**src/hdl/dat_pkg.sv**
```systemverilog
package dat_pkg;

  localparam int TABLE_DEPTH_DEF = 65536;
  localparam int KEY_LENGTH_MAX = 4095;

  localparam logic [1:0] OP_WRITE = 2'd0;
  localparam logic [1:0] OP_BYTE = 2'd1;
  localparam logic [1:0] OP_FINISH = 2'd2;

  localparam logic [1:0] ST_FOUND = 2'd0;
  localparam logic [1:0] ST_NOMATCH = 2'd1;
  localparam logic [1:0] ST_TOOLONG = 2'd2;

  localparam logic REG_SEARCH_MODE = 1'b0;
  localparam logic REG_MAX_KEY_LENGTH = 1'b1;

  typedef struct packed {
    logic        search_mode;
    logic [11:0] limit;
  } dat_cfg_t;

  function automatic logic [29:0] unit_offset(input logic [31:0] u);
    unit_offset = u[9] ? {u[31:10], 8'd0} : {8'd0, u[31:10]};
  endfunction

endpackage

```
**src/hdl/dat_walker.sv**
```systemverilog
module dat_walker
  import dat_pkg::*;
#(
  parameter int TABLE_DEPTH = TABLE_DEPTH_DEF,
  localparam int AW = $clog2(TABLE_DEPTH)
) (
  input  logic          clk,
  input  logic          rst,
  input  dat_cfg_t      cfg,
  input  logic          in_valid,
  output logic          in_ready,
  input  logic [1:0]    opcode,
  input  logic [15:0]   unit_index,
  input  logic [31:0]   unit_word,
  input  logic [7:0]    key_byte,
  output logic          out_valid,
  input  logic          out_ready,
  output logic [1:0]    status,
  output logic [30:0]   match_value,
  output logic [11:0]   match_length,
  output logic          ram_en,
  output logic          ram_we,
  output logic [AW-1:0] ram_addr,
  output logic [31:0]   ram_wdata,
  input  logic [31:0]   ram_rdata
);

  localparam logic [31:0] DEPTH_W = 32'(TABLE_DEPTH);

  typedef enum logic [6:0] {
    S_IDLE   = 7'b0000001,
    S_STEP   = 7'b0000010,
    S_CHILD  = 7'b0000100,
    S_LEAF   = 7'b0001000,
    S_FCUR   = 7'b0010000,
    S_FLEAF  = 7'b0100000,
    S_REPORT = 7'b1000000
  } state_t;

  state_t        state;
  logic [AW-1:0] pos;
  logic [AW-1:0] nxt;
  logic [7:0]    byte_q;
  logic [12:0]   bytes_seen;
  logic          walk_failed;
  logic [30:0]   best_value;
  logic [11:0]   best_length;
  logic          best_found;
  logic [1:0]    res_status;
  logic [30:0]   res_value;
  logic [11:0]   res_length;

  logic          accept;
  logic [31:0]   uidx_ext;
  logic          uidx_ok;
  logic          walk_go;
  logic          too_long;
  logic [29:0]   base;
  logic [29:0]   jump;
  logic          jump_ok;
  logic          label_ok;
  logic          leaf;

  assign in_ready = (state == S_IDLE);
  assign accept = in_valid && in_ready;
  assign uidx_ext = {16'd0, unit_index};
  assign uidx_ok = uidx_ext < DEPTH_W;
  assign walk_go = (bytes_seen < {1'b0, cfg.limit}) && !walk_failed;
  assign too_long = bytes_seen > {1'b0, cfg.limit};
  assign base = (state == S_CHILD) ? 30'(nxt) : 30'(pos);
  assign jump = base ^ unit_offset(ram_rdata) ^ ((state == S_STEP) ? {22'd0, byte_q} : 30'd0);
  assign jump_ok = {2'd0, jump} < DEPTH_W;
  assign label_ok = !ram_rdata[31] && (ram_rdata[7:0] == byte_q);
  assign leaf = ram_rdata[8];

  always_comb begin
    ram_en = 1'b0;
    ram_we = 1'b0;
    ram_addr = pos;
    ram_wdata = unit_word;
    unique case (state)
      S_IDLE: begin
        if (accept) begin
          case (opcode)
            OP_WRITE: begin
              ram_en = uidx_ok;
              ram_we = 1'b1;
              ram_addr = uidx_ext[AW-1:0];
            end
            OP_BYTE: begin
              ram_en = walk_go;
            end
            OP_FINISH: begin
              ram_en = !cfg.search_mode && !too_long && !walk_failed;
            end
            default: begin
              ram_en = 1'b0;
            end
          endcase
        end
      end
      S_STEP: begin
        ram_en = jump_ok;
        ram_addr = jump[AW-1:0];
      end
      S_CHILD: begin
        ram_en = label_ok && leaf && jump_ok;
        ram_addr = jump[AW-1:0];
      end
      S_FCUR: begin
        ram_en = leaf && jump_ok;
        ram_addr = jump[AW-1:0];
      end
      default: begin
        ram_en = 1'b0;
      end
    endcase
  end

  always_ff @(posedge clk) begin
    if (rst) begin
      state <= S_IDLE;
      pos <= '0;
      bytes_seen <= '0;
      walk_failed <= 1'b0;
      best_value <= '0;
      best_length <= '0;
      best_found <= 1'b0;
      out_valid <= 1'b0;
    end else begin
      if (state == S_REPORT && (!out_valid || out_ready)) begin
        out_valid <= 1'b1;
        status <= res_status;
        match_value <= res_value;
        match_length <= res_length;
      end else if (out_ready) begin
        out_valid <= 1'b0;
      end

      unique case (state)
        S_IDLE: begin
          if (accept && opcode == OP_BYTE) begin
            byte_q <= key_byte;
            if (walk_go) begin
              state <= S_STEP;
            end
            if (!too_long) begin
              bytes_seen <= bytes_seen + 13'd1;
            end
          end else if (accept && opcode == OP_FINISH) begin
            res_status <= ST_NOMATCH;
            res_value <= '0;
            res_length <= '0;
            if (!cfg.search_mode && !too_long && !walk_failed) begin
              state <= S_FCUR;
            end else begin
              state <= S_REPORT;
              if (!cfg.search_mode && too_long) begin
                res_status <= ST_TOOLONG;
              end else if (cfg.search_mode && best_found) begin
                res_status <= ST_FOUND;
                res_value <= best_value;
                res_length <= best_length;
              end
              pos <= '0;
              bytes_seen <= '0;
              walk_failed <= 1'b0;
              best_value <= '0;
              best_length <= '0;
              best_found <= 1'b0;
            end
          end
        end
        S_STEP: begin
          nxt <= jump[AW-1:0];
          if (jump_ok) begin
            state <= S_CHILD;
          end else begin
            walk_failed <= 1'b1;
            state <= S_IDLE;
          end
        end
        S_CHILD: begin
          if (!label_ok) begin
            walk_failed <= 1'b1;
            state <= S_IDLE;
          end else begin
            pos <= nxt;
            state <= (leaf && jump_ok) ? S_LEAF : S_IDLE;
          end
        end
        S_LEAF: begin
          best_value <= ram_rdata[30:0];
          best_length <= bytes_seen[11:0];
          best_found <= 1'b1;
          state <= S_IDLE;
        end
        S_FCUR: begin
          if (leaf && jump_ok) begin
            state <= S_FLEAF;
          end else begin
            state <= S_REPORT;
            pos <= '0;
            bytes_seen <= '0;
            walk_failed <= 1'b0;
            best_value <= '0;
            best_length <= '0;
            best_found <= 1'b0;
          end
        end
        S_FLEAF: begin
          res_status <= ST_FOUND;
          res_value <= ram_rdata[30:0];
          res_length <= bytes_seen[11:0];
          state <= S_REPORT;
          pos <= '0;
          bytes_seen <= '0;
          walk_failed <= 1'b0;
          best_value <= '0;
          best_length <= '0;
          best_found <= 1'b0;
        end
        S_REPORT: begin
          if (!out_valid || out_ready) begin
            state <= S_IDLE;
          end
        end
        default: begin
          state <= S_IDLE;
        end
      endcase
    end
  end

endmodule

```
**config.mk**
```make
export PLATFORM = sky130hd
export DESIGN_NAME = dat_walker
export DESIGN_NICKNAME = d
export VERILOG_FILES = /design/src/hdl/dat_pkg.sv /design/src/hdl/dat_walker.sv
export SDC_FILE = /design/constraint.sdc
export NUM_CORES = 1
export LEC_CHECK = 0
export BUFFER_PORTS_ARGS = -buffer_cell sky130_fd_sc_hd__buf_2
export CAP_MARGIN = 30
export CORE_ASPECT_RATIO = 1.2
export CORE_MARGIN = 4
export CORE_UTILIZATION = 35
export CTS_CLUSTER_SIZE = 16
export DETAILED_ROUTE_END_ITERATION = 8
export HOLD_SLACK_MARGIN = 0.05
export SLEW_MARGIN = 20
export SYNTH_ARGS = -nofsm -noshare
export SYNTH_HDL_FRONTEND = slang
export SYNTH_SLANG_ARGS = --single-unit
```
**constraint.sdc**
```tcl
create_clock -name clk -period 10.3 [get_ports clk]
set_clock_uncertainty 0.05 [all_clocks]
set_input_delay 1.03 -clock clk [delete_from_list [all_inputs] [get_ports clk]]
set_output_delay 1.03 -clock clk [all_outputs]
set_load 0.01 [all_outputs]
```
==> impl_metrics.toml <==
[worst_setup_path]
path_delay_family = "simple AND/OR/NAND/NOR gates"
slowest_stage = "or4_1"
r2r_slack_ns = 7.07
crit_arrival_ns = 3.67
crit_top_cell = "nand2_1"
critPathKind = "reg -> out"
cp-start-kind = "flip-flop"
path_max_fanout = 18
ff2ff_path_depth = 9
regToRegEndpoint = "bytes_seen[1]"
crit_chain = "or4_1, or3_4, clkinv_2, nand2_1, nor3_4, nor2_1, buf_6, a22oi_1, nand2_1, buf_2"
end_kind = "primary output"
path_depth = 10
crit_end = "ram_addr[8]"
path_buf_inv = 3
r2r-start = "state[1]"
max_stage_delay_ns = 0.64
cp.required_ns = 9.22
startpoint = "state[1]"

[clock_network]
cts_buffer_depth = 2
numClockSinks = 196
htreeDepth = 4
cts_inserted_buffers = 17
insertion_delay_ns = 0.43
root_buffer = "clkbuf_16"
cts_hold_buffers = 0
cts_tree = "done"
post_cts_buffers = 0
clk_pin_slew_ns = 0.08
ctsResizeCount = 0

[timing]
setup_viol = 0
hold_viol = 0
final_max_slew_viol_count = 0
finalCriticalPeriod_ns = 4.75
final.setup.tns_ns = 0
rsz0062_at_grt = "no"
fmax_mhz = 210
fin_crit_sh = 0.461
whs_ns = 0.371
tightest_slew_ns = 0.984
slew_headroom = 0.344

[yosys]
ys_ff_latch = 196
synth.cell_area_mm2 = 0.00862
postSynthCellCount = 731
syn-mean-instance-area_um2 = 11.8
ys_warn_count = 0
yosysUniqueCellTypes = 57
async_flop_share = 0
synth_edf_count = 114
ys_seq_area_frac = 0.587
ys.flop_type = "edfxtp_1"
synth_nets = 851

[detailed_routing]
drc_errors = 0
dr_wl_met3_mm = 1.02
wl_met1_mm = 9.55
via_count = 5962
wirelength_mm = 21.2
via_per_inst = 5.12
dr_wl_met2_mm = 10.1
highest_layer = "met4"
dr.pass1.iters = 6
wl_per_cell_um = 18.2
ant_nets = 0
drtIter0Drc = 344

[grt]
grt.overflow.total = 0
antenna_found_initial = 1
grt_max_degree = 50
grt_pass1_vias = 5870
grt_pass1_wl_mm = 33.3
grt_usage = 0.157

[cells_and_area]
syn_to_final_growth_pct = 17.1
finalNetCount = 951
drive_gt1_frac = 0.233
stdcell_area_mm2 = 0.0101
fin_cells = 1165

[run]
maxCapViolations = 0

[power]
power.density_mw_per_mm2 = 179
ir_drop_v = 0.000118
power.leakage_uw = 0.00394

[placed_design]
portBuffers = 139
placed_cells = 1130
dp_hpwl_mm = 15.0
placed_area_mm2 = 0.00945
place_congestion = 0.829

[run_status]
outcome = "complete, no violations"

[floorplan]
core_area_mm2 = 0.0241
die_area_mm2 = 0.0272
die_h_um = 180
start_util = 0.357
io_pins = 204
rows = 62
die_w_um = 151

[min_path]
hold_path_class = "reg -> reg"
[cell families (layout without fill, tap and decap cells)]
| kind of cell | count (synthesis) | after routing | synth area share |
|---|---|---|---|
| flip-flops | 196 | 196 | 0.587 |
| buffers and inverters | 84 | 197 | 0.0548 |
| AO/OA/AOI/OAI | 179 | 179 | 0.154 |
| adder cells (fa/ha/maj) | 13 | 13 | 0.0189 |
| other | 0 | 1 | 0 |
| XOR/XNOR | 32 | 32 | 0.0325 |
| AND/OR/NAND/NOR | 201 | 201 | 0.122 |
| multiplexers | 26 | 26 | 0.0302 |
[placed cells by master (no fill, tap or decap), types with 3 or more instances in the layout]
cell type | synthesis | routed
buf_2 | 8 | 139
edfxtp_1 | 114 | 114
a22o_1 | 87 | 87
dfxtp_1 | 82 | 82
nand2_1 | 49 | 49
nor2_1 | 50 | 46
a21oi_1 | 37 | 37
mux2i_1 | 26 | 26
xnor2_1 | 23 | 23
and2_1 | 17 | 17
a22oi_1 | 17 | 17
clkbuf_16 | 0 | 17
nor3_1 | 15 | 14
inv_1 | 13 | 13
ha_1 | 13 | 13
nor2b_1 | 12 | 12
nand3b_1 | 10 | 10
and3_1 | 10 | 10
xor2_1 | 9 | 9
o21ai_0 | 8 | 8
o21ai_1 | 7 | 7
buf_4 | 33 | 7
nor4_1 | 5 | 5
nand4_1 | 5 | 5
clkinv_8 | 0 | 5
nand2b_1 | 4 | 4
or4_1 | 3 | 3
or3_1 | 3 | 3
a21o_1 | 3 | 3
nand3_1 | 3 | 3
nor3b_1 | 3 | 3
a211oi_1 | 3 | 3
inv_6 | 0 | 3
inv_8 | 0 | 3
[power breakdown]
group / internal (uW) / total [uW] / switching [uW] / leakage (uW)
clock: 335 / 681 / 345 / 0.000301
combinational: 100 / 271 / 171 / 0.00196
sequential: 846 / 857 / 10.8 / 0.00168
total: 1280 / 1810 / 527 / 0.00394
[routing by layer]
layer / track usage / vias to the layer above
met5: 0 / -
met4: 0.0522 / 0
met2: 0.250 / 150
met3: 0.0338 / 36
li1: - / 2886
met1: 0.212 / 2890
[per-stage QoR]
step | power, uW | utilization | setup WS [ns]
2_1_floorplan | 1070 | - | 5.25
3_3_place_gp | 1140 | 0.390 | 6.00
3_5_place_dp | 1150 | 0.392 | 6.02
4_1_cts | 1830 | 0.418 | 5.54
5_1_grt | 1890 | 0.419 | 5.31
6_report | 1810 | 0.419 | 5.55
[worst min path at each step]
stage	startpoint	endpoint	slack [ns]	cells after the start
CTS	res_length[2]	match_length[2]	0.37	0
detailed placement	res_length[2]	match_length[2]	0.35	0
global placement	res_value[27]	match_value[27]	0.35	0
floorplan	res_length[0]	match_length[0]	0.35	0
finish	res_length[8]	match_length[8]	0.37	0
global route	res_value[6]	match_value[6]	0.38	0
[synth_stat cells, types with 4 or more instances]
library cell / instances / area, um^2
edfxtp_1: 114 / 3420
clkbuf_1: 20 / 75.1
buf_1: 6 / 22.5
and2_1: 17 / 106
buf_2: 8 / 40.0
nor4_1: 5 / 31.3
inv_1: 13 / 48.8
nand2_1: 49 / 184
a22oi_1: 17 / 128
nand3b_1: 10 / 75.1
xor2_1: 9 / 78.8
nor2_1: 50 / 188
nand2b_1: 4 / 25.0
dfxtp_1: 82 / 1640
xnor2_1: 23 / 201
o21ai_1: 7 / 35.0
o21ai_0: 8 / 40.0
and3_1: 10 / 62.6
buf_4: 33 / 248
mux2i_1: 26 / 260
ha_1: 13 / 163
nor2b_1: 12 / 75.1
a21oi_1: 37 / 185
nand4_1: 5 / 31.3
a22o_1: 87 / 762
nor3_1: 15 / 75.1
[registers in the layout, summed over array words and instances, names as in the netlist]
name and cells:
best_value 31, match_length 12, state 7, best_length 12, status 2, walk_failed 1
out_valid 1, bytes_seen 13, res_length 12, byte_q 8, pos 16, res_status 2
match_value 31, res_value 31, best_found 1, nxt 16
[final cells by class]
| cell class | instances | area [um^2] |
|---|---|---|
| Timing Repair Buffer | 151 | 825 |
| Clock buffer | 17 | 425 |
| Antenna cell | 1 | 2.50 |
| Clock inverter | 15 | 195 |
| Inverter | 14 | 53.8 |
| Tap cell | 320 | 400 |
| Sequential cell | 196 | 5060 |
| Multi-Input combinational cell | 451 | 3130 |
| Fill cell | 2333 | 14000 |
Power figures use the tool's default switching activity.
